[src/rtl/core/lsbf_pkg.sv]
`default_nettype none

package lsbf_pkg;

    localparam int PANEL_WIDTH     = 60;
    localparam int LINES_PER_STRIP = 2;
    localparam int STRIP_COUNT     = 8;

    localparam int STORE_DEPTH  = PANEL_WIDTH * LINES_PER_STRIP * STRIP_COUNT;
    localparam int STRIP_STRIDE = PANEL_WIDTH * LINES_PER_STRIP;
    localparam int COLOR_BITS   = 24;
    localparam int INDEX_BITS   = 10;
    localparam int BYTE_BITS    = 8;

    localparam int ADDR_W = (STORE_DEPTH > 1) ? $clog2(STORE_DEPTH) : 1;
    localparam int SUM_W  = ADDR_W + 1;
    localparam int K_W    = (PANEL_WIDTH > 1) ? $clog2(PANEL_WIDTH) : 1;
    localparam int Y_W    = (LINES_PER_STRIP > 1) ? $clog2(LINES_PER_STRIP) : 1;
    localparam int FCNT_W = $clog2(STRIP_COUNT);
    localparam int BCNT_W = $clog2(COLOR_BITS);

    localparam logic [23:0] RED_MASK   = 24'hFF0000;
    localparam logic [23:0] GREEN_MASK = 24'h00FF00;
    localparam logic [23:0] BLUE_MASK  = 24'h0000FF;

    typedef logic [COLOR_BITS-1:0] color_t;

    typedef struct packed {
        logic capture;
        logic emit;
        logic last_of_group;
        logic last_of_frame;
    } lsbf_ctrl_t;

    function automatic color_t to_grb(input color_t c);
        return ((c & RED_MASK) >> 8) | ((c & GREEN_MASK) << 8) | (c & BLUE_MASK);
    endfunction

endpackage

`default_nettype wire

[src/rtl/core/lsbf_seq.sv]
`default_nettype none

module lsbf_seq (
    input  wire logic                        clk,
    input  wire logic                        rst_n,
    input  wire logic                        cfg_wr_en,
    input  wire logic                        cfg_wr_data,
    input  wire logic                        in_valid,
    output logic                             in_ready,
    input  wire logic                        in_kind,
    input  wire logic [lsbf_pkg::INDEX_BITS-1:0] in_index,
    input  wire logic [lsbf_pkg::COLOR_BITS-1:0] in_color,
    input  wire logic                        can_load,
    output logic                             ram_wr_en,
    output logic [lsbf_pkg::ADDR_W-1:0]      ram_wr_addr,
    output logic [lsbf_pkg::COLOR_BITS-1:0]  ram_wr_data,
    output logic                             ram_rd_en,
    output logic [lsbf_pkg::ADDR_W-1:0]      ram_rd_addr,
    output lsbf_pkg::lsbf_ctrl_t             ctrl
);

    import lsbf_pkg::*;

    localparam logic [2:0] ST_CLEAR = 3'd0;
    localparam logic [2:0] ST_IDLE  = 3'd1;
    localparam logic [2:0] ST_SETUP = 3'd2;
    localparam logic [2:0] ST_FETCH = 3'd3;
    localparam logic [2:0] ST_DRAIN = 3'd4;
    localparam logic [2:0] ST_EMIT  = 3'd5;

    localparam logic [K_W-1:0]    K_LAST   = K_W'(PANEL_WIDTH - 1);
    localparam logic [Y_W-1:0]    Y_LAST   = Y_W'(LINES_PER_STRIP - 1);
    localparam logic [ADDR_W-1:0] CLR_LAST = ADDR_W'(STORE_DEPTH - 1);
    localparam logic [FCNT_W-1:0] F_LAST   = FCNT_W'(STRIP_COUNT - 1);
    localparam logic [BCNT_W-1:0] B_LAST   = BCNT_W'(COLOR_BITS - 1);

    logic [2:0]        state_reg, state_next;
    logic [ADDR_W-1:0] clr_reg, clr_next;
    logic [ADDR_W-1:0] addr_reg, addr_next;
    logic [ADDR_W-1:0] row_base_reg, row_base_next;
    logic [K_W-1:0]    k_reg, k_next;
    logic [Y_W-1:0]    y_reg, y_next;
    logic [FCNT_W-1:0] fcnt_reg, fcnt_next;
    logic [BCNT_W-1:0] bcnt_reg, bcnt_next;
    logic              lastf_reg, lastf_next;
    logic              rev_reg;
    logic              cap_reg;

    logic [K_W-1:0]    x;
    logic [SUM_W-1:0]  add_a, add_b, add_sum;
    logic              accept;

    assign x       = (y_reg[0] == rev_reg) ? k_reg : K_LAST - k_reg;
    assign add_sum = add_a + add_b;
    assign accept  = in_valid && in_ready;

    // shared address adder
    always_comb
    begin
        unique case (state_reg)
            ST_SETUP:
            begin
                add_a = SUM_W'(row_base_reg);
                add_b = SUM_W'(x);
            end
            ST_FETCH:
            begin
                add_a = SUM_W'(addr_reg);
                add_b = SUM_W'(STRIP_STRIDE);
            end
            default:
            begin
                add_a = SUM_W'(row_base_reg);
                add_b = SUM_W'(PANEL_WIDTH);
            end
        endcase
    end

    always_comb
    begin
        state_next    = state_reg;
        clr_next      = clr_reg;
        addr_next     = addr_reg;
        row_base_next = row_base_reg;
        k_next        = k_reg;
        y_next        = y_reg;
        fcnt_next     = fcnt_reg;
        bcnt_next     = bcnt_reg;
        lastf_next    = lastf_reg;
        in_ready      = 1'b0;
        ram_wr_en     = 1'b0;
        ram_wr_addr   = ADDR_W'(in_index);
        ram_wr_data   = in_color;
        ram_rd_en     = 1'b0;
        ram_rd_addr   = addr_reg;
        ctrl.capture       = cap_reg;
        ctrl.emit          = 1'b0;
        ctrl.last_of_group = (bcnt_reg == B_LAST);
        ctrl.last_of_frame = (bcnt_reg == B_LAST) && lastf_reg;

        unique case (state_reg)
            ST_CLEAR:
            begin
                ram_wr_en   = 1'b1;
                ram_wr_addr = clr_reg;
                ram_wr_data = '0;
                clr_next    = clr_reg + 1'b1;
                if (clr_reg == CLR_LAST)
                begin
                    state_next = ST_IDLE;
                end
            end
            ST_IDLE:
            begin
                in_ready = 1'b1;
                if (accept)
                begin
                    if (in_kind)
                    begin
                        state_next = ST_SETUP;
                    end
                    else if (32'(in_index) < 32'(STORE_DEPTH))
                    begin
                        ram_wr_en = 1'b1;
                    end
                end
            end
            ST_SETUP:
            begin
                addr_next  = add_sum[ADDR_W-1:0];
                fcnt_next  = '0;
                lastf_next = (k_reg == K_LAST) && (y_reg == Y_LAST);
                state_next = ST_FETCH;
            end
            ST_FETCH:
            begin
                ram_rd_en = 1'b1;
                addr_next = add_sum[ADDR_W-1:0];
                fcnt_next = fcnt_reg + 1'b1;
                if (fcnt_reg == F_LAST)
                begin
                    state_next = ST_DRAIN;
                end
            end
            ST_DRAIN:
            begin
                bcnt_next  = '0;
                state_next = ST_EMIT;
            end
            ST_EMIT:
            begin
                ctrl.emit = 1'b1;
                if (can_load)
                begin
                    bcnt_next = bcnt_reg + 1'b1;
                    if (bcnt_reg == B_LAST)
                    begin
                        state_next = ST_IDLE;
                        if (k_reg == K_LAST)
                        begin
                            k_next = '0;
                            if (y_reg == Y_LAST)
                            begin
                                y_next        = '0;
                                row_base_next = '0;
                            end
                            else
                            begin
                                y_next        = y_reg + 1'b1;
                                row_base_next = add_sum[ADDR_W-1:0];
                            end
                        end
                        else
                        begin
                            k_next = k_reg + 1'b1;
                        end
                    end
                end
            end
            default:
            begin
                state_next = ST_IDLE;
            end
        endcase
    end

    always_ff @(posedge clk or negedge rst_n)
    begin
        if (!rst_n)
        begin
            state_reg    <= ST_CLEAR;
            clr_reg      <= '0;
            row_base_reg <= '0;
            k_reg        <= '0;
            y_reg        <= '0;
            fcnt_reg     <= '0;
            bcnt_reg     <= '0;
            lastf_reg    <= 1'b0;
            rev_reg      <= 1'b0;
            cap_reg      <= 1'b0;
        end
        else
        begin
            state_reg    <= state_next;
            clr_reg      <= clr_next;
            row_base_reg <= row_base_next;
            k_reg        <= k_next;
            y_reg        <= y_next;
            fcnt_reg     <= fcnt_next;
            bcnt_reg     <= bcnt_next;
            lastf_reg    <= lastf_next;
            cap_reg      <= ram_rd_en;
            if (cfg_wr_en)
            begin
                rev_reg <= cfg_wr_data;
            end
        end
    end

    always_ff @(posedge clk)
    begin
        addr_reg <= addr_next;
    end

endmodule

`default_nettype wire

[config.mk]
export PLATFORM = sky130hd
export DESIGN_NAME = lsbf_seq
export DESIGN_NICKNAME = d
export VERILOG_FILES = /design/src/rtl/core/lsbf_pkg.sv /design/src/rtl/core/lsbf_seq.sv
export SDC_FILE = /design/constraint.sdc
export NUM_CORES = 1
export LEC_CHECK = 0
export ABC_AREA = 1
export BUFFER_PORTS_ARGS = -buffer_cell sky130_fd_sc_hd__buf_2
export CAP_MARGIN = 15
export CORE_MARGIN = 5
export CORE_UTILIZATION = 50
export DETAILED_ROUTE_END_ITERATION = 7
export MAX_ROUTING_LAYER = met4
export PLACE_DENSITY_LB_ADDON = 0.2
export SLEW_MARGIN = 20
export SYNTH_ARGS = -nofsm -noshare
export SYNTH_HDL_FRONTEND = slang
export SYNTH_SLANG_ARGS = --single-unit
[constraint.sdc]
create_clock -name clk -period 5.9 [get_ports clk]
set_clock_uncertainty 0.05 [all_clocks]
set_input_delay 1.18 -clock clk [delete_from_list [all_inputs] [get_ports clk]]
set_output_delay 1.18 -clock clk [all_outputs]
set_load 0.02 [all_outputs]
After elaboration in Yosys (flattened, before gate mapping)
Cells that the tools add are included.
{ "word_totals": {"input_bits": 41, "register_bits": 51} }
{ "classes": {"n_eq_ne": 16, "n_lt_le_gt_ge": 1, "muxes": 25, "n_addsub": 7, "reduce_logical": 11} }
{ "ops": {"columns": ["cell", "count"], "rows": [
  ["2-to-1 mux 10 bit", 3],
  ["2-to-1 mux 24 bit", 1],
  ["2-to-1 mux 3 bit", 6],
  ["case mux 3 bit (6 select lines)", 1],
  ["case mux 7 bit (2 select lines)", 1],
  ["2-to-1 mux 6 bit", 2],
  ["!= test 2 bit, second input constant", 6],
  ["adder 10 x 1 -> 10 bit, second input constant", 1],
  ["adder 10 bit", 1],
  ["equality test 10 bit, second input constant", 1],
  ["less-than comparator 10 bit, second input constant", 1],
  ["case mux 5 bit (2 select lines)", 1],
  ["equality test 3 bit, second input constant", 3],
  ["2-to-1 mux 1 bit", 7],
  ["adder 6 x 1 -> 6 bit, second input constant", 1],
  ["equality test 3 x 2 -> 1 bit, second input constant", 2],
  ["equality test 6 bit, second input constant", 1],
  ["case mux 3 bit (2 select lines)", 1],
  ["AND reduction 6 bit", 1],
  ["subtractor 6 bit, first input constant", 1],
  ["adder 5 x 1 -> 5 bit, second input constant", 1],
  ["equality test 5 bit, second input constant", 1],
  ["2-to-1 mux 5 bit", 1],
  ["AND reduction 4 bit", 1],
  ["11 further kinds", 14]
]} }

Longest topological paths before layout
{ "depth": {"depth_word": 5, "mapped_depth": 19} }

Least setup slack after synthesis
No wires, ideal clock.
{ "synth_path": {"path_type": "input port to output port", "start": "input in_index[6] in the netlist's numbering", "end": "output ram_wr_en", "path_stages": 3, "path_buffers": 0, "arrival_ps": 1503, "slack_ps": 3167, "cell_sequence": "nand4_1 -> nand4_1 -> nand2_1"} }
{ "synth_between": {"elab_chain_cells": 5} }
{ "synth_rtl": {"columns": ["item", "line_no", "source"], "rows": [
  ["start: declaration", "lsbf_seq.sv:11", "input wire logic [lsbf_pkg::INDEX_BITS-1:0] in_index,"],
  ["less-than comparator 10 bit", "lsbf_seq.sv:122", "else if (32'(in_index) < 32'(STORE_DEPTH))"],
  ["2-to-1 mux 1 bit", "lsbf_seq.sv:122", null],
  ["2-to-1 mux 1 bit", "lsbf_seq.sv:118", "if (in_kind)"],
  ["2-to-1 mux 1 bit", "lsbf_seq.sv:116", "if (accept)"],
  ["case mux 1 bit (2 select lines)", "lsbf_seq.sv:101", "unique case (state_reg)"],
  ["end: declaration", "lsbf_seq.sv:14", "output logic ram_wr_en,"]
]} }
No other way between the ends.

Final worst setup path
{ "layout_path": {"start": "register state_reg[0]", "end": "output ram_wr_addr[8] in the netlist's numbering"} }
{ "layout_between": {"elab_chain_cells": 2} }
{ "layout_rtl": {"columns": ["item", "line_no", "source"], "rows": [
  ["start: declaration", "lsbf_seq.sv:37", "logic [2:0] state_reg, state_next;"],
  ["start signal: assignment", "lsbf_seq.sv:204", "state_reg <= state_next;"],
  ["zero test 3 bit", "lsbf_seq.sv:101", null],
  ["2-to-1 mux 10 bit", "lsbf_seq.sv:101", null],
  ["end: declaration", "lsbf_seq.sv:15", "output logic [lsbf_pkg::ADDR_W-1:0] ram_wr_addr,"]
]} }
No other way between the ends.

==> flow_summary_export.csv <==
group,metric,value,unit
status,outcome,"finished clean",
critical_path,criticalPathCategory,"reg -> out",
sta,period_needed,3.52,ns
power_and_ir_drop,irDropWorstVdd,115,µV
finish,fillers,567,
synthesis,synth_edf_count,10,
global_route,grt_overflow_total,0,
worst_hold_path,hold_path_class,"reg -> reg",
global_route,grt_usage,0.188,
die,dieArea,8180,µm²
finish,layout-drive-gt1-share,0.240,
clock_network,htreeDepth,2,
die,die_y,90.4,µm
sta,tns,0,ns
place,placed_area,3720,µm²
sta,fmax,0.284,GHz
critical_path,worst_setup_path_end_kind,"primary output",
synthesis,synth.cell_area,3230,µm²
sta,tightest_slew,0.963,ns
finish,final_area,3830,µm²
global_route,antenna_found_initial,0,
place,gp_congestion,0.822,
sta,holdWs,0.443,ns
synthesis,async_reset_ff_frac,0.804,
synthesis,synthFlopType,"dfrtp_1",
synthesis,synth_cell_types,42,
clock_network,clockBufferDepth,2,
drt,dr_total_vias,2861,
critical_path,cp_cell_sequence,"nor2_4 > nand2_4 > clkinv_1 > nand2_1 > nand2_1 > buf_2",
critical_path,slowest_delay,0.67,ns
clock_network,clk_pin_slew,0.09,ns
job,maxCapViolCount,0,
global_route,grt_pass1_vias,2676,
clock_network,post_cts_buffers,0,
drt,routed_via_density,4.82,
critical_path,arrival,2.29,ns
drt,postRouteAntennaNets,0,
power_and_ir_drop,powerDensity,163,nW/µm²
drt,drt_iter0_markers,106,
die,io_pins,92,
synthesis,synth_top_area_frac,0.317,
synthesis,yosys-top-cells-count,"nand2_1 (111), inv_1 (76), nor2_1 (42)",
finish,syn2layout_area_growth,18.5,%
sta,maxSlewViolCount,0,
clock_network,cts_resized,0,
synthesis,seq_area_frac_synth,0.410,
die,die_x,90.4,µm
drt,wl_per_cell,12.4,µm
clock_network,clk_latency,0.30,ns
place,dp_hpwl,5580,µm
clock_network,cts_tree,"built",
critical_path,cpMostUsedCell,"nand2_1",
synthesis,yosysTopAreaCell,"dfrtp_1",
finish,num_antenna_cells,0,
sta,slew_headroom,0.358,
sta,layout_setup_ws,2.38,ns
clock_network,numCtsBuffers,5,
drt,drcViolationCount,0,
synthesis,synth_cells,426,
finish,fin_nets,571,
synthesis,ys_ff_latch,51,
die,rows,29,
global_route,grt_start_max_net_pins,42,
synthesis,synthTopCellsByArea,"dfrtp_1 (32%), nand2_1 (13%), edfxtp_1 (9.3%), inv_1 (8.8%), ha_1 (5.4%)",
critical_path,required,4.67,ns
synthesis,yosys.cell_count.top_type,"nand2_1",
critical_path,cp_slowest_cell,"clkinv_1",
critical_path,cp-start-kind,"register",
clock_network,cts_sinks,51,
place,port_buffers,91,
sta,rsz0062_at_grt,"false",
drt,drt_pre_antenna_iters,4,
sta,setup_viol,0,
synthesis,ys.warnings.count,0,
clock_network,cts-root-buf,"clkbuf_8",
die,initial_utilization,0.512,
die,coreArea,6310,µm²
critical_path,critical_path_peak_fanout,34,
clock_network,cts_hold_buf,0,
sta,post-route-period-util,0.597,
synthesis,syn_nets,482,
synthesis,avgSynthCellArea,7.59,µm²
sta,hold_viol,0,
drt,finalWirelength,7330,µm
global_route,grt_pass1_wl,12500,µm
power_and_ir_drop,p_leak,0.00221,µW
place,dp_slack,2.68,ns
==> through the flow <==
| step | total power [µW] | cells | utilization |
|---|---|---|---|
| floorplan | 373 | 426 | - |
| global placement | 393 | 585 | 0.590 |
| detailed placement | 393 | 585 | 0.590 |
| CTS | 633 | 593 | 0.607 |
| global route | 655 | 593 | 0.607 |
| finish | 624 | 593 | 0.607 |
==> cell usage in the layout (no fill, tap or decap), drive strengths merged, types with 10 or more instances in the layout <==
master and instances:
nand2 117, inv 78, xor2 13, nand3 23
nor2 48, ha 14, buf 91, dfrtp 41
o21ai 29, edfxtp 10
==> metal layers <==
layer	vias to the layer above	global-route usage	share of wire
li1	1497	-	-
met1	1294	0.221	0.45
met2	60	0.324	0.49
met3	10	0.0425	0.050
met4	0	0.0484	0.012
met5	-	-	0
==> power by group <==
group	total (µW)	switching, µW	internal, µW
clock network	238	114	124
logic	26.9	15.1	11.8
registers	358	0.311	358
==> worst max-delay path: cells and delay by family, from the launching register on <==
kind,cells,cell delay [ns]
buf+inv,2,0.83
flops,1,0.54
simple gates,4,0.60
==> cells by family after synthesis <==
family / Yosys count / share of synthesized area
xor+xnor: 16 / 0.0433
simple gates: 208 / 0.290
fa+ha+maj: 15 / 0.0603
flops: 51 / 0.410
buf+inv: 89 / 0.112
compound gates: 47 / 0.0843
==> area by class of cell <==
class / instances / area [µm²] / area share
multi-input cells: 286 / 1550 / 0.403
repair buffers: 91 / 455 / 0.119
clock inverters: 3 / 38.8 / 0.0101
flip-flops and latches: 51 / 1330 / 0.346
inverters: 80 / 302 / 0.0787
clock buffers: 5 / 68.8 / 0.0180
well taps: 77 / 96.3 / 0.0251
==> final timing paths <==
path | startpoint | endpoint | slack (ns) | cells past startpoint
worst max register to register | state_reg[2] | ram_rd_addr[8] | 2.85 | 15
worst min register to register | row_base_reg[9] | row_base_reg[9] | 0.44 | 2
min in group asynchronous | rst_n | k_reg[2] | 0.97 | 1
max in group asynchronous | rst_n | bcnt_reg[0] | 4.23 | 1
worst max-delay path | state_reg[0] | ram_wr_addr[8] | 2.38 | 6
worst min-delay path | row_base_reg[9] | row_base_reg[9] | 0.44 | 2
(Power assumes the default switching activity.)
