==> src/rtl/core/lsbf_pkg.sv <==
`default_nettype none

package lsbf_pkg;

    localparam int PANEL_WIDTH     = 60;
    localparam int LINES_PER_STRIP = 2;
    localparam int STRIP_COUNT     = 8;

    localparam int STORE_DEPTH  = PANEL_WIDTH * LINES_PER_STRIP * STRIP_COUNT;
    localparam int STRIP_STRIDE = PANEL_WIDTH * LINES_PER_STRIP;
    localparam int COLOR_BITS   = 24;
    localparam int INDEX_BITS   = 10;
    localparam int BYTE_BITS    = 8;

    localparam int ADDR_W = (STORE_DEPTH > 1) ? $clog2(STORE_DEPTH) : 1;
    localparam int SUM_W  = ADDR_W + 1;
    localparam int K_W    = (PANEL_WIDTH > 1) ? $clog2(PANEL_WIDTH) : 1;
    localparam int Y_W    = (LINES_PER_STRIP > 1) ? $clog2(LINES_PER_STRIP) : 1;
    localparam int FCNT_W = $clog2(STRIP_COUNT);
    localparam int BCNT_W = $clog2(COLOR_BITS);

    localparam logic [23:0] RED_MASK   = 24'hFF0000;
    localparam logic [23:0] GREEN_MASK = 24'h00FF00;
    localparam logic [23:0] BLUE_MASK  = 24'h0000FF;

    typedef logic [COLOR_BITS-1:0] color_t;

    typedef struct packed {
        logic capture;
        logic emit;
        logic last_of_group;
        logic last_of_frame;
    } lsbf_ctrl_t;

    function automatic color_t to_grb(input color_t c);
        return ((c & RED_MASK) >> 8) | ((c & GREEN_MASK) << 8) | (c & BLUE_MASK);
    endfunction

endpackage

`default_nettype wire

==> src/rtl/core/lsbf_plane.sv <==
`default_nettype none

module lsbf_plane (
    input  wire logic                           clk,
    input  wire logic                           rst_n,
    input  wire lsbf_pkg::lsbf_ctrl_t           ctrl,
    input  wire logic [lsbf_pkg::COLOR_BITS-1:0] rd_data,
    output logic                                can_load,
    output logic                                out_valid,
    input  wire logic                           out_ready,
    output logic [lsbf_pkg::BYTE_BITS-1:0]      out_byte,
    output logic                                out_last_group,
    output logic                                out_last_frame
);

    import lsbf_pkg::*;

    color_t grb_reg [STRIP_COUNT];
    logic   valid_reg;
    logic   load;

    assign can_load  = !valid_reg || out_ready;
    assign load      = ctrl.emit && can_load;
    assign out_valid = valid_reg;

    // strip words fill from the top; after eight captures entry i is strip i
    always_ff @(posedge clk)
    begin
        if (ctrl.capture)
        begin
            for (int i = 0; i < STRIP_COUNT - 1; i++)
            begin
                grb_reg[i] <= grb_reg[i+1];
            end
            grb_reg[STRIP_COUNT-1] <= to_grb(rd_data);
        end
        else if (load)
        begin
            for (int i = 0; i < STRIP_COUNT; i++)
            begin
                grb_reg[i] <= {grb_reg[i][COLOR_BITS-2:0], 1'b0};
            end
        end
        if (load)
        begin
            for (int i = 0; i < STRIP_COUNT; i++)
            begin
                out_byte[i] <= grb_reg[i][COLOR_BITS-1];
            end
            out_last_group <= ctrl.last_of_group;
            out_last_frame <= ctrl.last_of_frame;
        end
    end

    always_ff @(posedge clk or negedge rst_n)
    begin
        if (!rst_n)
        begin
            valid_reg <= 1'b0;
        end
        else if (load)
        begin
            valid_reg <= 1'b1;
        end
        else if (out_ready)
        begin
            valid_reg <= 1'b0;
        end
    end

endmodule

`default_nettype wire

==> config.mk <==
export PLATFORM = sky130hd
export DESIGN_NAME = lsbf_plane
export DESIGN_NICKNAME = d
export VERILOG_FILES = /design/src/rtl/core/lsbf_pkg.sv /design/src/rtl/core/lsbf_plane.sv
export SDC_FILE = /design/constraint.sdc
export NUM_CORES = 1
export LEC_CHECK = 0
export BUFFER_PORTS_ARGS = -buffer_cell sky130_fd_sc_hd__buf_4
export CORE_MARGIN = 5
export CORE_UTILIZATION = 35
export CTS_CLUSTER_SIZE = 8
export DETAILED_ROUTE_END_ITERATION = 16
export HOLD_SLACK_MARGIN = 0.02
export MAX_ROUTING_LAYER = met4
export SETUP_SLACK_MARGIN = 0.05
export SLEW_MARGIN = 10
export SYNTH_ARGS = -nofsm -noshare
export SYNTH_HDL_FRONTEND = slang
export SYNTH_SLANG_ARGS = --single-unit
==> constraint.sdc <==
create_clock -name clk -period 7.2 [get_ports clk]
set_input_delay 1.08 -clock clk [delete_from_list [all_inputs] [get_ports clk]]
set_output_delay 1.08 -clock clk [all_outputs]
set_load 0.01 [all_outputs]
# After elaboration in Yosys (flattened, before gate mapping)

Memories as Yosys holds them, arrays and structs flattened.
Index checks and enable logic that the tools add are counted.

Memories kept: 1
Register bits: 11
Bits in writable memories: 192

Bitwise gates (word level): 10
Reduce and logical (&&, ||, !) cells: 4
Mux-type cells: 15

Memories:

| memory  | words | bits a word | read ports | clocked after Yosys merged registers in | write ports | line             | text |
|---|---|---|---|---|---|---|---|
| grb_reg | 8     | 24          | 8          | 0                                       | 8           | lsbf_plane.sv:18 | `color_t grb_reg [STRIP_COUNT];` |

Operators with widths:

| cell                                           | number |
|---|---|
| 24-bit two-way mux                             | 8 |
| 16-bit by 24-bit bitwise OR with 24-bit output | 1 |
| 24-bit by 8-bit bitwise OR with 24-bit output  | 1 |
| 1-bit bitwise OR                               | 8 |
| 1-bit two-way mux                              | 7 |
| 2-bit nonzero test                             | 1 |
| 1-bit logical AND                              | 1 |
| 1-bit logical NOT                              | 1 |
| 1-bit logical OR                               | 1 |

# Longest topological paths before layout

Gate-level depths: netlist of the first run.

Word-level depth: 7
Mapped depth: 6
Mapped depth without buffers: 4

# Worst setup path after synthesis of the first run

Ideal clock, no wire load.

Path kind: input-to-reg
Start point: input port ctrl[3] (netlist name)
End point: memory grb_reg[0][100] (netlist name), enable pin
Slack: 0.592 ns
Arrival: 6.028 ns
Stages on the path: 4
Required time: 6.620 ns
Path buffers: 3
Cells stage by stage: buf_4 > buf_4 > buf_4 > nand2b_1

RTL lines:

| what               | line             | text |
|---|---|---|
| start: declaration | lsbf_plane.sv:6  | `input wire lsbf_pkg::lsbf_ctrl_t ctrl,` |
| end: declaration   | lsbf_plane.sv:18 |  |

# Final worst setup path of the first run

Start point: input port out_ready
End point: output port can_load

Word-level cells in the longest chain between the ends: 1

RTL lines:

| what               | line             | text |
|---|---|---|
| start: declaration | lsbf_plane.sv:10 | `input wire logic out_ready,` |
| 1-bit logical OR   | lsbf_plane.sv:22 | `assign can_load = !valid_reg \|\| out_ready;` |
| end: declaration   | lsbf_plane.sv:8  | `output logic can_load,` |

Every way passes these cells.

==> results of run 1 <==
## per-layer routing
metal  share of wire (%)  up-vias
met5                   0        -
met4                 2.2        0
met3                 4.6       30
met2                  44      101
met1                  50     2364
li1                    -     2608
## final cells by class
cell class / instances / area [µm²] / area share [%]
clock buffer: 52 / 812 / 7.93
clock inverter: 2 / 27.5 / 0.269
inverter: 1 / 3.75 / 0.0367
multi-input combinational: 432 / 2560 / 25.0
sequential: 203 / 6040 / 59.0
tap: 330 / 413 / 4.03
timing repair buffer: 48 / 379 / 3.70
## worst max-delay path, delay by kind of cell
family                 cells  cell delay (ns)
and+or+nand+nor            1             0.47
buffers and inverters      3             0.98
## stage by stage
step | hold WS [ns] | setup WS, ns | instance area [µm²] | std cells | total power, µW
after floorplan | 0.400 | 0.592 | 8910 | 695 | 1750
after CTS | 0.302 | 3.54 | 10200 | 1068 | 3070
after global routing | 0.301 | 3.41 | 10200 | 1068 | 3170
final | 0.322 | 3.53 | 10200 | 1068 | 3030
after global placement | 0.405 | 3.49 | 9390 | 1014 | 1810
after detailed placement | 0.408 | 3.43 | 9390 | 1014 | 1820
## cells by family after synthesis
kind of cell | Yosys count | synth area share, %
AO/OA/AOI/OAI | 120 | 6.74
buffers and inverters | 60 | 3.72
flip-flops | 203 | 67.8
multiplexers | 69 | 9.52
AND/OR/NAND/NOR | 243 | 12.3
## worst paths after layout
| path | from | end | slack, ns | cells past startpoint |
|---|---|---|---|---|
| setup / recovery | out_ready | can_load | 3.53 | 4 |
| min in group clk | grb_reg[0][23]$_DFFE_PP_ | out_byte[0]$_DFFE_PP_ | 0.42 | 0 |
| max in group asynchronous | rst_n | out_valid$_DFFE_PN0P_ | 6.80 | 1 |
| setup reg to reg | out_valid$_DFFE_PN0P_ | grb_reg[0][39]$_DFFE_PP_ | 4.30 | 4 |
| hold / removal | rst_n | out_valid$_DFFE_PN0P_ | 0.32 | 1 |
| hold reg to reg | grb_reg[0][23]$_DFFE_PP_ | out_byte[0]$_DFFE_PP_ | 0.42 | 0 |
## report_power, final
group / leakage (µW) / total [µW] / switching [µW] / internal [µW]
Clock: 0.000394 / 1250 / 490 / 756
Sequential: 0.00210 / 1540 / 66.4 / 1480
Combinational: 0.00117 / 242 / 131 / 111
Total: 0.00366 / 3030 / 687 / 2340
## cells in the final DEF, fill, tap and decap left out
master and n:
sky130_fd_sc_hd__and2_1 3, sky130_fd_sc_hd__buf_12 1, sky130_fd_sc_hd__buf_4 46, sky130_fd_sc_hd__clkbuf_1 23
sky130_fd_sc_hd__clkbuf_16 29, sky130_fd_sc_hd__clkbuf_8 1, sky130_fd_sc_hd__clkinvlp_4 1, sky130_fd_sc_hd__dfrtp_1 1
sky130_fd_sc_hd__dfxtp_1 5, sky130_fd_sc_hd__edfxtp_1 197, sky130_fd_sc_hd__inv_1 1, sky130_fd_sc_hd__inv_16 1
sky130_fd_sc_hd__mux2_2 50, sky130_fd_sc_hd__mux2_4 19, sky130_fd_sc_hd__nand2_1 121, sky130_fd_sc_hd__nand2b_1 6
sky130_fd_sc_hd__nand2b_4 2, sky130_fd_sc_hd__nand3_1 110, sky130_fd_sc_hd__nand3b_4 1, sky130_fd_sc_hd__o21ai_0 88
sky130_fd_sc_hd__o21ai_1 32
## cells in the mapped netlist
library cell,n
sky130_fd_sc_hd__mux2_4,19
sky130_fd_sc_hd__buf_6,2
sky130_fd_sc_hd__buf_4,17
sky130_fd_sc_hd__inv_1,1
sky130_fd_sc_hd__nand3b_4,1
sky130_fd_sc_hd__o21ai_0,88
sky130_fd_sc_hd__dfrtp_1,1
sky130_fd_sc_hd__dfxtp_1,5
sky130_fd_sc_hd__nand3_1,110
sky130_fd_sc_hd__and2_1,3
sky130_fd_sc_hd__nand2_1,121
sky130_fd_sc_hd__buf_2,22
sky130_fd_sc_hd__nand2b_1,8
sky130_fd_sc_hd__clkbuf_1,18
sky130_fd_sc_hd__edfxtp_1,197
sky130_fd_sc_hd__o21ai_1,32
sky130_fd_sc_hd__mux2_2,50
==> results by stage, run 1 <==
Run status:
- The flow ran to the end, and the final reports show no timing, DRC or antenna violations.

Timing:
- The final-report hold violation count was 0.
- The accumulated negative setup slack is 0 ns.
- The minimum clock period is 3.67 ns.
- After layout, the worst path uses 51.0% of the clock period.
- Setup repair after global routing left no endpoint under its margin.
- Static timing analysis puts the maximum clock frequency at 272 MHz.
- Setup violations remaining at the end of the flow were counted as 0.
- The worst slew slack as a fraction of its limit is 41.6%.
- Across the routed clock network, the largest skew measured is 0.0213 ns.
- The number of max-slew violations in the final report is 0.
- For the pin with the worst max-slew slack, the measured transition is 0.876 ns.

Yosys:
- In this run the cell area of the synthesized design comes to 0.00891 mm².
- The number of library cell types mapped by synthesis is 17.
- Counting flops and latches in the post-synthesis netlist gives 203.
- The post-synthesis instance total is 695.
- After synthesis, the cell types taking the most area are sky130_fd_sc_hd__edfxtp_1, sky130_fd_sc_hd__mux2_2, sky130_fd_sc_hd__nand3_1.
- The mean area per synthesized cell is 12.8 µm².
- The post-synthesis cell type with the largest combined area is sky130_fd_sc_hd__edfxtp_1.
- Sequential cells were found to cover 67.8% of the synthesized design area.
- The post-synthesis net count is 726.
- Yosys printed 0 warnings.
- The share of the synthesized area in the top cell type is 66.4%.

Floorplan:
- The area of the die is 0.0288 mm².
- The area inside the core boundary is 0.0251 mm².
- The floorplan die width is 170 µm.
- The number of top-level pins is 43.
- The row count is 58.
- The initial utilization of the core area, before any placement, comes to 35.5%.
- The vertical extent of the die is 170 µm.

Drt:
- After detailed routing, the number of vias per cell comes to 4.78.
- In the final routed layout, each cell accounts on average for 14.1 µm.
- The post-detailed-routing wire length is 15000 µm.
- The detail route stage leaves a number of antenna-violating nets equal to 0.
- The post-detailed-route DRC marker count is 0.
- In this run, the number of DRC markers left after iteration 0 of detailed routing was 447.
- The first detailed-routing pass took 5 iterations.
- The number of vias after detailed routing is 5103.

Clocking:
- Clock latency on the worst-skew pair, taken at its later pin, is 0.54 ns.
- The TritonCTS clock tree is yes.
- Counting every sink on the clock net gives 203.
- The longest clock path from root to sink contains 3 buffers.
- The number of levels the H-tree was split into is 1.
- After clock tree synthesis, the flow added hold-fix buffers numbering 0.
- The clock transition at the register clock pins on the worst setup and hold paths after CTS is 0.05 ns.
- The number of gates resized after CTS was 0.
- The total CTS buffers is 29.
- The tree is rooted in a sky130_fd_sc_hd__clkbuf_16.
- The number of setup buffers added after CTS is 0.

Finish:
- The number of flip-flops under the largest register name is 192.
- The post-route netlist has 20.5% of its cells at a drive strength greater than 1.
- The area added between synthesis and finish is 14.8%.
- At the end of the flow, the number of nets in the layout was 746.
- The number of fillers in the final layout is 2412.
- For this run, the share of the core covered by cells in the final layout is 40.8%.
- The repair_antennas step left the layout with diodes totalling 0.

Setup path:
- The type of element capturing the critical path is an output port.
- The critical path data required time is 6.12 ns.
- Of all nets on the critical path, the largest fanout is 64.
- The most numerous cell type found on the critical path is sky130_fd_sc_hd__buf_4.
- The slowest stage cell on the critical path is sky130_fd_sc_hd__buf_4.
- The type of origin of the critical path is a primary input.
- For the worst setup path, the data arrival time is 2.59 ns.
- The critical path is of the primary input to output port type.
- The signal on the critical path passes through buf_4 > nand2b_4 > buf_4 > buf_4.
- The worst stage delay on the critical path is 0.65 ns.

Global route:
- The wire length of the first global-routing pass is 25500 µm.
- The via count of the first global-routing pass came to 5058.
- The most crowded layer after global routing is met2.
- For this run, global-route usage on met1 was measured as 15.2%.
- For this run, global-route usage on met3 was measured as 2.24%.
- Entering global routing, the biggest net connects 231 pins.
- The global route total overflow is 0.
- For this run, the total global-route usage over all layers was measured as 10.6%.
- The initial antenna violation count is 0.
- For this run, global-route usage on met2 was measured as 15.4%.

Placed design:
- The count of buffers added on input and output ports is 42.
- The final RePlAce weighted congestion is 0.698.
- The detailed placer's ending HPWL is 8050 µm.

Run:
- Max-cap violations in this run came to 0.

Min path:
- The path class of the tightest hold or removal check is primary input to asynchronous set/reset pin.

Pwr:
- For this design the ratio of total power to cell area is 296 mW/mm².
- IR analysis of the VDD net gives a maximum drop of 0.174 mV.
- The leakage power is 0.00366 µW.
Note: power is estimated with default switching activity, not from simulation.
==> run 2: changes to the inputs <==
==> constraint.sdc (replaced) <==
create_clock -name clk -period 3.5 [get_ports clk]
set_input_delay 0.525 -clock clk [delete_from_list [all_inputs] [get_ports clk]]
set_output_delay 0.525 -clock clk [all_outputs]
set_load 0.01 [all_outputs]
==> run 2 against run 1 <==
Against the previous run: register-to-register slack got worse by 2.9 ns; sequential power increased by 110%; clock power is 98% higher; non-clock buffer count grew 3; first-iteration DRC count up 2.0%; flip-flop and latch count unchanged; global-route usage up 0.10 points; combinational power is 110% higher; total power up 100%; via count increased by 1.6%; worst hold slack got worse by 0.15 ns; largest cell class unchanged; largest power group unchanged.
==> results by stage, run 2 (synthesized netlist as in run 1, its figures left out) <==
Run status:
- Status: finished clean (unchanged).

Placed design:
- The detailed placer's ending HPWL is 8290 µm (was 8050 µm).
- The setup slack after placement is 1.14 ns (was 3.43 ns).
- The count of buffers inserted at the top-level ports was 42 (unchanged).
- The post-detailed-placement cell area is 0.00945 mm² (was 0.00939 mm²).
- The final RePlAce weighted congestion is 0.695 (was 0.698).

Finish:
- The footprint of the flip-flops and latches is 0.00604 mm² (unchanged).
- The area added between synthesis and finish is 15.1% (was 14.8%).
- Most frequent cells in the layout: sky130_fd_sc_hd__edfxtp_1, sky130_fd_sc_hd__nand2_1, sky130_fd_sc_hd__nand3_1, sky130_fd_sc_hd__o21ai_0, sky130_fd_sc_hd__mux2_2 (unchanged).
- The final-stage net count came to 749 (was 746).
- The most common cell after layout, fill and taps aside is sky130_fd_sc_hd__edfxtp_1 (unchanged).
- The share of post-route cells with drive strength above 1 is 20.9% (was 20.5%).
- The area of combinational cells with multiple inputs was 0.00256 mm² (unchanged).
- The number of fillers in the final layout is 2390 (was 2412).
- The antenna diode count is 0 (unchanged).
- The share of the core filled with cells is 40.9% (was 40.8%).
- The number of flip-flops under the largest register name came to 192 (unchanged).
- The design area is 0.0103 mm² (was 0.0102 mm²).

Pwr:
- The worst IR drop on VDD is 0.362 mV (was 0.174 mV).
- The power dissipated by switching net loads is 1370 µW (was 687 µW).
- The combinational group share of total power is 8.3% (was 8.0%).
- The leakage power is 0.00367 µW (was 0.00366 µW).
- The total internal power is 4790 µW (was 2340 µW).
- The clock group share of total power is 40.1% (was 41.1%).
- The proportion of power drawn by flip-flops and latches was 51.6% (was 50.9%).
- The areal power density over the cells is 600 mW/mm² (was 296 mW/mm²).
- The switching portion of total power came to 22.3% (was 22.7%).

Timing:
- The transition at the pin with the smallest max-transition slack is 1.10 ns (was 0.876 ns).
- The number of max-slew violations in the final report is 0 (unchanged).
- The worst slew slack as a fraction of its limit is 26.7% (was 41.6%).
- The final-report hold violation count was 0 (unchanged).
- Static timing analysis puts the maximum clock frequency at 480 MHz.
- The routed design could run at a clock period as short as 2.08 ns.
- The accumulated negative setup slack is 0 ns (unchanged).
- The setup slack of the critical path after layout is 1.42 ns (was 3.53 ns).
- The fraction of the cycle the final worst path needs is 59.5%.
- The setup violation total in the final timing report came to 0 (unchanged).
- Unrepaired setup endpoints after global routing: false (unchanged).
- The clock skew is 0.0233 ns (was 0.0213 ns).

Setup path:
- The launching element of the worst setup path is out_valid$_DFFE_PN0P_ (was out_ready).
- The capturing instance or port of the critical path was grb_reg[0][22]$_DFFE_PP_ (was can_load).
- The startpoint of the lowest-slack register-to-register path is out_valid$_DFFE_PN0P_ (unchanged).
- The number of logic stages on the critical path including buffering is 4 (unchanged).
- The type of element capturing the critical path is a register (was output port).
- The highest net fanout along the worst path was 57 (was 64).
- The slowest stage cell on the critical path is sky130_fd_sc_hd__nand2b_4 (was sky130_fd_sc_hd__buf_4).
- The type of origin of the critical path is a register (was primary input).
- The arrival time at the worst endpoint is 2.28 ns (was 2.59 ns).
- The dominant delay contributor by cell family on the critical path is simple AND/OR/NAND/NOR gates (was buffers and inverters).
- The sum of buffers and inverters on the critical path is 1 (was 3).
- The critical path data required time came to 3.69 ns (was 6.12 ns).
- The path depth of the worst reg2reg path is 4 (unchanged).
- The cell seen most often among critical-path stages is sky130_fd_sc_hd__nand2b_4 (was sky130_fd_sc_hd__buf_4).
- The worst reg2reg path endpoint was grb_reg[0][22]$_DFFE_PP_ (was grb_reg[0][39]$_DFFE_PP_).
- The kind of critical path is register to register (was primary input to output port).
- Sequence of cells on the critical path: nand2b_4 > nand2_1 > nand2b_4 > buf_12 (was buf_4 > nand2b_4 > buf_4 > buf_4).
- The worst stage delay on the critical path is 0.41 ns (was 0.65 ns).
- The register-to-register path setup slack is 1.42 ns (was 4.30 ns).

Floorplan:
- The number of top-level pins was 43 (unchanged).
- The row count was 58 (unchanged).
- The vertical extent of the die is 170 µm (unchanged).
- The area of the die is 0.0288 mm² (unchanged).
- The floorplan die width is 170 µm (unchanged).
- The area inside the core boundary is 0.0251 mm² (unchanged).
- The starting utilization of the core area is 35.5% (unchanged).

Run:
- The number of maximum-capacitance violations is 0 (unchanged).

Clocking:
- The number of hold-repair buffers added at the cts stage is 1 (was 0).
- The number of setup buffers added after CTS is 0 (unchanged).
- The sink count of the clock tree is 203 (unchanged).
- The post-cts resize count is 0 (unchanged).
- The clock insertion delay at the later pin of the skew report came to 0.54 ns (about the same).
- The root buffer cell is sky130_fd_sc_hd__clkbuf_16 (unchanged).
- The deepest clock path buffer count is 3 (unchanged).
- The total CTS buffers came to 29 (unchanged).
- The clock transition at the register clock pins on the worst setup and hold paths after CTS was 0.05 ns (about the same).
- The number of levels the H-tree was split into is 1 (unchanged).
- The TritonCTS clock tree is yes (unchanged).

Drt:
- The number of nets still failing antenna checks after routing is 0 (unchanged).
- The routed wire length per instance came to 14.3 µm (was 14.1 µm).
- The number of detailed-routing iterations run before antenna repair is 4 (was 5).
- The via count normalized by instance count was 4.89 (was 4.78).
- The post-detailed-route DRC marker count is 0 (unchanged).
- The violation count after the first detailed-route iteration came to 456 (was 447).
- The post-detailed-routing wire length is 15200 µm (was 15000 µm).
- The number of vias after detailed routing is 5186 (was 5103).

Global route:
- The via count of the first global-routing pass came to 5172 (was 5058).
- The global route total overflow came to 0 (unchanged).
- The total global-route track usage is 10.7% (was 10.6%).
- The initial antenna violation count was 0 (unchanged).
- The pin count of the biggest net entering global routing is 180 (was 231).
- The wire length of the first global-routing pass is 25800 µm (was 25500 µm).

Min path:
- Counting instances, the worst hold path has a depth of 1.
- The class of the worst hold path was primary input to register (was primary input to asynchronous set/reset pin).
==> run 2: changes by cell type in the layout (fill, tap and decap cells not counted) <==
cell                            before  now
sky130_fd_sc_hd__clkbuf_1           23   13
sky130_fd_sc_hd__buf_12              1    4
sky130_fd_sc_hd__buf_4              46   45
sky130_fd_sc_hd__dlygate4sd3_1       0    1
==> run 2: per-layer routing <==
metal	global-route usage [%]	share of wire (%)	up-vias
met5	-	0	-
met3	2.26	4.1	33
met2	15.6	44	97
li1	-	-	2593
met1	15.2	49	2463
met4	3.29	2.6	0
==> run 2: metrics by stage <==
| step | instances | power, µW | hold WS [ns] |
|---|---|---|---|
| floorplan | 695 | 3580 | 0.229 |
| global placement | 1016 | 3730 | 0.300 |
| detailed placement | 1016 | 3750 | 0.302 |
| CTS | 1061 | 6240 | 0.159 |
| global route | 1061 | 6430 | 0.159 |
| finish | 1061 | 6160 | 0.177 |
==> run 2: layout make-up <==
type | count | share of cell area (%)
multi-input cells | 432 | 24.9
well taps | 330 | 4.02
clock inverters | 2 | 0.268
repair buffers | 51 | 4.31
inverters | 1 | 0.0366
flip-flops and latches | 203 | 58.9
clock buffers | 42 | 7.55
==> run 2: worst min path at each step <==
stage | from | endpoint
2_1_floorplan | rst_n | out_valid$_DFFE_PN0P_
3_3_place_gp | rst_n | out_valid$_DFFE_PN0P_
3_5_place_dp | rst_n | out_valid$_DFFE_PN0P_
4_1_cts | ctrl[0] | out_last_frame$_DFFE_PP_
5_1_grt | ctrl[0] | out_last_frame$_DFFE_PP_
6_report | ctrl[0] | out_last_frame$_DFFE_PP_
==> run 2: power groups by stage <==
stage / clock network [µW] / registers, µW / logic, µW
after floorplan: 0 / 3180 / 399
final: 2470 / 3180 / 509
after global placement: 0 / 3220 / 507
after global routing: 2640 / 3210 / 580
after CTS: 2540 / 3180 / 520
after detailed placement: 0 / 3230 / 517
==> run 3: changes to the inputs <==
==> constraint.sdc (replaced) <==
create_clock -name clk -period 1.7 [get_ports clk]
set_input_delay 0.255 -clock clk [delete_from_list [all_inputs] [get_ports clk]]
set_output_delay 0.255 -clock clk [all_outputs]
set_load 0.01 [all_outputs]
==> run 3 against run 2 <==
Against the previous run: clock-buffer cell count increased by 10; via count increased by 2.0%; wire length increased by 5.1%; utilization increased by 2.0 points; worst setup slack got worse by 1.3 ns; largest cell class unchanged; highest routed layer unchanged.
==> results by stage, run 3 (synthesized netlist as in run 1, its figures left out) <==
Setup path:
- The highest net fanout along the worst path was 24 (was 57).
- The kind of critical path is register to register (unchanged).
- The type of element capturing the critical path was a register (unchanged).
- The path depth of the worst reg2reg path is 3 (was 4).
- The worst reg2reg path endpoint is grb_reg[0][135]$_DFFE_PP_ (was grb_reg[0][22]$_DFFE_PP_).
- The critical path data required time was 1.98 ns (was 3.69 ns).
- The slowest stage cell on the critical path is sky130_fd_sc_hd__mux2_4 (was sky130_fd_sc_hd__nand2b_4).
- The arrival time at the worst endpoint is 1.91 ns (was 2.28 ns).
- The worst stage delay on the critical path is 0.44 ns (was 0.41 ns).
- Sequence of cells on the critical path: nand2b_4 > nand3b_4 > mux2_4 (was nand2b_4 > nand2_1 > nand2b_4 > buf_12).
- The startpoint of the lowest-slack register-to-register path is out_valid$_DFFE_PN0P_ (unchanged).
- The type of origin of the critical path is a register (unchanged).
- The register-to-register path setup slack is 0.08 ns (was 1.42 ns).

Timing:
- Unrepaired setup endpoints after global routing: true (was false).
- The number of max-slew violations in the final report was 0 (unchanged).
- The minimum clock period came to 1.62 ns (was 2.08 ns).
- The final-report hold violation count is 0 (unchanged).
- The setup violation total in the final timing report is 0 (unchanged).
- The accumulated negative setup slack is 0 ns (unchanged).
- The transition at the pin with the smallest max-transition slack was 0.506 ns (was 1.10 ns).
- The worst slew slack as a fraction of its limit is 66.3% (was 26.7%).
- The clock skew came to 0.0128 ns (was 0.0233 ns).
- The maximum clock frequency is 616 MHz (was 480 MHz).
- The minimum hold slack is 0.0629 ns (was 0.177 ns).
- The fraction of the cycle the final worst path needs is 95.5% (was 59.5%).

Clocking:
- The total CTS buffers was 29 (unchanged).
- The sink count of the clock tree is 203 (unchanged).
- The root buffer cell is sky130_fd_sc_hd__clkbuf_16 (unchanged).
- The deepest clock path buffer count is 3 (unchanged).
- The number of levels the H-tree was split into is 1 (unchanged).
- The clock transition at the register clock pins on the worst setup and hold paths after CTS is 0.05 ns (about the same).
- The TritonCTS clock tree is yes (unchanged).
- The clock insertion delay at the later pin of the skew report is 0.53 ns (was 0.54 ns).

Run:
- The number of maximum-capacitance violations is 0 (unchanged).

Pwr:
- The total internal power came to 10000 µW (was 4790 µW).
- The power dissipated by switching net loads is 2900 µW (was 1370 µW).
- The worst IR drop on VDD is 0.919 mV (was 0.362 mV).
- The leakage power is 0.00392 µW (was 0.00367 µW).
- The combinational group share of total power came to 9.2% (was 8.3%).
- The areal power density over the cells is 1200 mW/mm² (was 600 mW/mm²).
- The proportion of power drawn by flip-flops and latches was 50.5% (was 51.6%).
- The switching portion of total power is 22.4% (was 22.3%).
- The clock group share of total power is 40.3% (was 40.1%).

Finish:
- The final-stage net count is 787 (was 749).
- Most frequent cells in the layout: sky130_fd_sc_hd__edfxtp_1, sky130_fd_sc_hd__nand2_1, sky130_fd_sc_hd__nand3_1, sky130_fd_sc_hd__o21ai_0 (was sky130_fd_sc_hd__edfxtp_1, sky130_fd_sc_hd__nand2_1, sky130_fd_sc_hd__nand3_1, sky130_fd_sc_hd__o21ai_0, sky130_fd_sc_hd__mux2_2).
- The share of post-route cells with drive strength above 1 was 21.3% (was 20.9%).
- The footprint of the flip-flops and latches is 0.00604 mm² (unchanged).
- The number of flip-flops under the largest register name is 192 (unchanged).
- The area added between synthesis and finish is 20.8% (was 15.1%).
- The area of combinational cells with multiple inputs came to 0.00256 mm² (about the same).
- The most common cell after layout, fill and taps aside is sky130_fd_sc_hd__edfxtp_1 (unchanged).
- The number of fillers in the final layout was 2350 (was 2390).
- The antenna diode count is 0 (unchanged).
- The design area is 0.0108 mm² (was 0.0103 mm²).
- The share of the core filled with cells is 42.9% (was 40.9%).

Min path:
- The startpoint of the worst hold path was rd_data[14] (was ctrl[0]).
- The class of the worst hold path was primary input to register (unchanged).
- The number of cells on the worst hold path came to 2 (was 1).
- The sink of the worst hold path is grb_reg[0][190]$_DFFE_PP_ (was out_last_frame$_DFFE_PP_).

Floorplan:
- The area inside the core boundary is 0.0251 mm² (unchanged).
- The starting utilization of the core area is 35.5% (unchanged).
- The floorplan die width was 170 µm (unchanged).
- The vertical extent of the die is 170 µm (unchanged).
- The area of the die is 0.0288 mm² (unchanged).
- The row count is 58 (unchanged).
- The number of top-level pins is 43 (unchanged).

Drt:
- The number of detailed-routing iterations run before antenna repair was 4 (unchanged).
- The post-detailed-route DRC marker count is 0 (unchanged).
- The via count normalized by instance count is 4.77 (was 4.89).
- The post-detailed-routing wire length is 15900 µm (was 15200 µm).
- The violation count after the first detailed-route iteration came to 409 (was 456).
- The routed wire length per instance is 14.4 µm (was 14.3 µm).
- The number of nets still failing antenna checks after routing is 0 (unchanged).
- The number of vias after detailed routing came to 5291 (was 5186).

Placed design:
- The post-detailed-placement cell area is 0.00956 mm² (was 0.00945 mm²).
- The count of buffers inserted at the top-level ports came to 42 (unchanged).
- The detailed placer's ending HPWL is 8200 µm (was 8290 µm).
- The final RePlAce weighted congestion is 0.693 (was 0.695).

Global route:
- The global route total overflow came to 0 (unchanged).
- The total global-route track usage came to 11.2% (was 10.7%).
- The pin count of the biggest net entering global routing is 123 (was 180).
- The initial antenna violation count is 0 (unchanged).
- The via count of the first global-routing pass is 5197 (was 5172).
- The wire length of the first global-routing pass is 26600 µm (was 25800 µm).

Run status:
- Status: finished clean (unchanged).
==> run 3: cell type report <==
type,instances,area share (%)
flip-flops and latches,203,56.1
multi-input cells,432,23.8
repair buffers,89,8.46
well taps,330,3.83
clock buffers,52,7.54
clock inverters,2,0.232
inverters,1,0.0349
==> run 3: metal layers <==
metal	up-vias	GRT usage (%)	wire (µm)
met5	-	-	0
met4	0	3.22	387
met3	29	2.17	627
met2	97	16.6	7110
met1	2481	15.8	7810
li1	2684	-	-
==> run 3: what timing repair did <==
action                                  4_1_cts  5_1_grt
buffers inserted                              3        0
hold buffers                                 27        0
endpoints found under the setup margin        1       61
gates cloned                                  2        0
pin swaps                                     0        0
resized for setup                             1        2
endpoints found under the hold margin        26        0
==> run 3: worst max-delay path, delay by kind of cell, from the launching register on <==
kind | cells | cell delay (ns)
AND/OR/NAND/NOR | 2 | 0.51
flip-flops | 1 | 0.40
multiplexers | 1 | 0.44
==> run 3: worst max-delay path by stage <==
stage                                     start  depth (start not counted)                   endpoint  slack [ns]
after floorplan           out_valid$_DFFE_PN0P_                          4  grb_reg[0][100]$_DFFE_PP_       -0.70
after global placement                  ctrl[3]                          3  grb_reg[0][131]$_DFFE_PP_        0.09
after detailed placement                ctrl[3]                          3  grb_reg[0][135]$_DFFE_PP_        0.06
after CTS                 out_valid$_DFFE_PN0P_                          3  grb_reg[0][135]$_DFFE_PP_        0.07
after global routing      out_valid$_DFFE_PN0P_                          3  grb_reg[0][136]$_DFFE_PP_        0.01
final                     out_valid$_DFFE_PN0P_                          3  grb_reg[0][135]$_DFFE_PP_        0.08
==> run 3: power groups by stage <==
| stage | clock network (µW) | logic (µW) | registers [µW] |
|---|---|---|---|
| 2_1_floorplan | 0 | 828 | 6550 |
| 6_report | 5220 | 1180 | 6540 |
| 3_3_place_gp | 0 | 1090 | 6630 |
| 4_1_cts | 5370 | 1200 | 6550 |
| 5_1_grt | 5610 | 1320 | 6610 |
| 3_5_place_dp | 0 | 1100 | 6640 |
==> run 3: per-stage QoR <==
stage,total power (µW),cells,worst slack [ns]
6_report,12900,1109,0.0764
5_1_grt,13500,1109,0.0103
4_1_cts,13100,1109,0.0653
3_5_place_dp,7740,1023,0.0555
3_3_place_gp,7720,1023,0.0883
2_1_floorplan,7380,695,-0.695
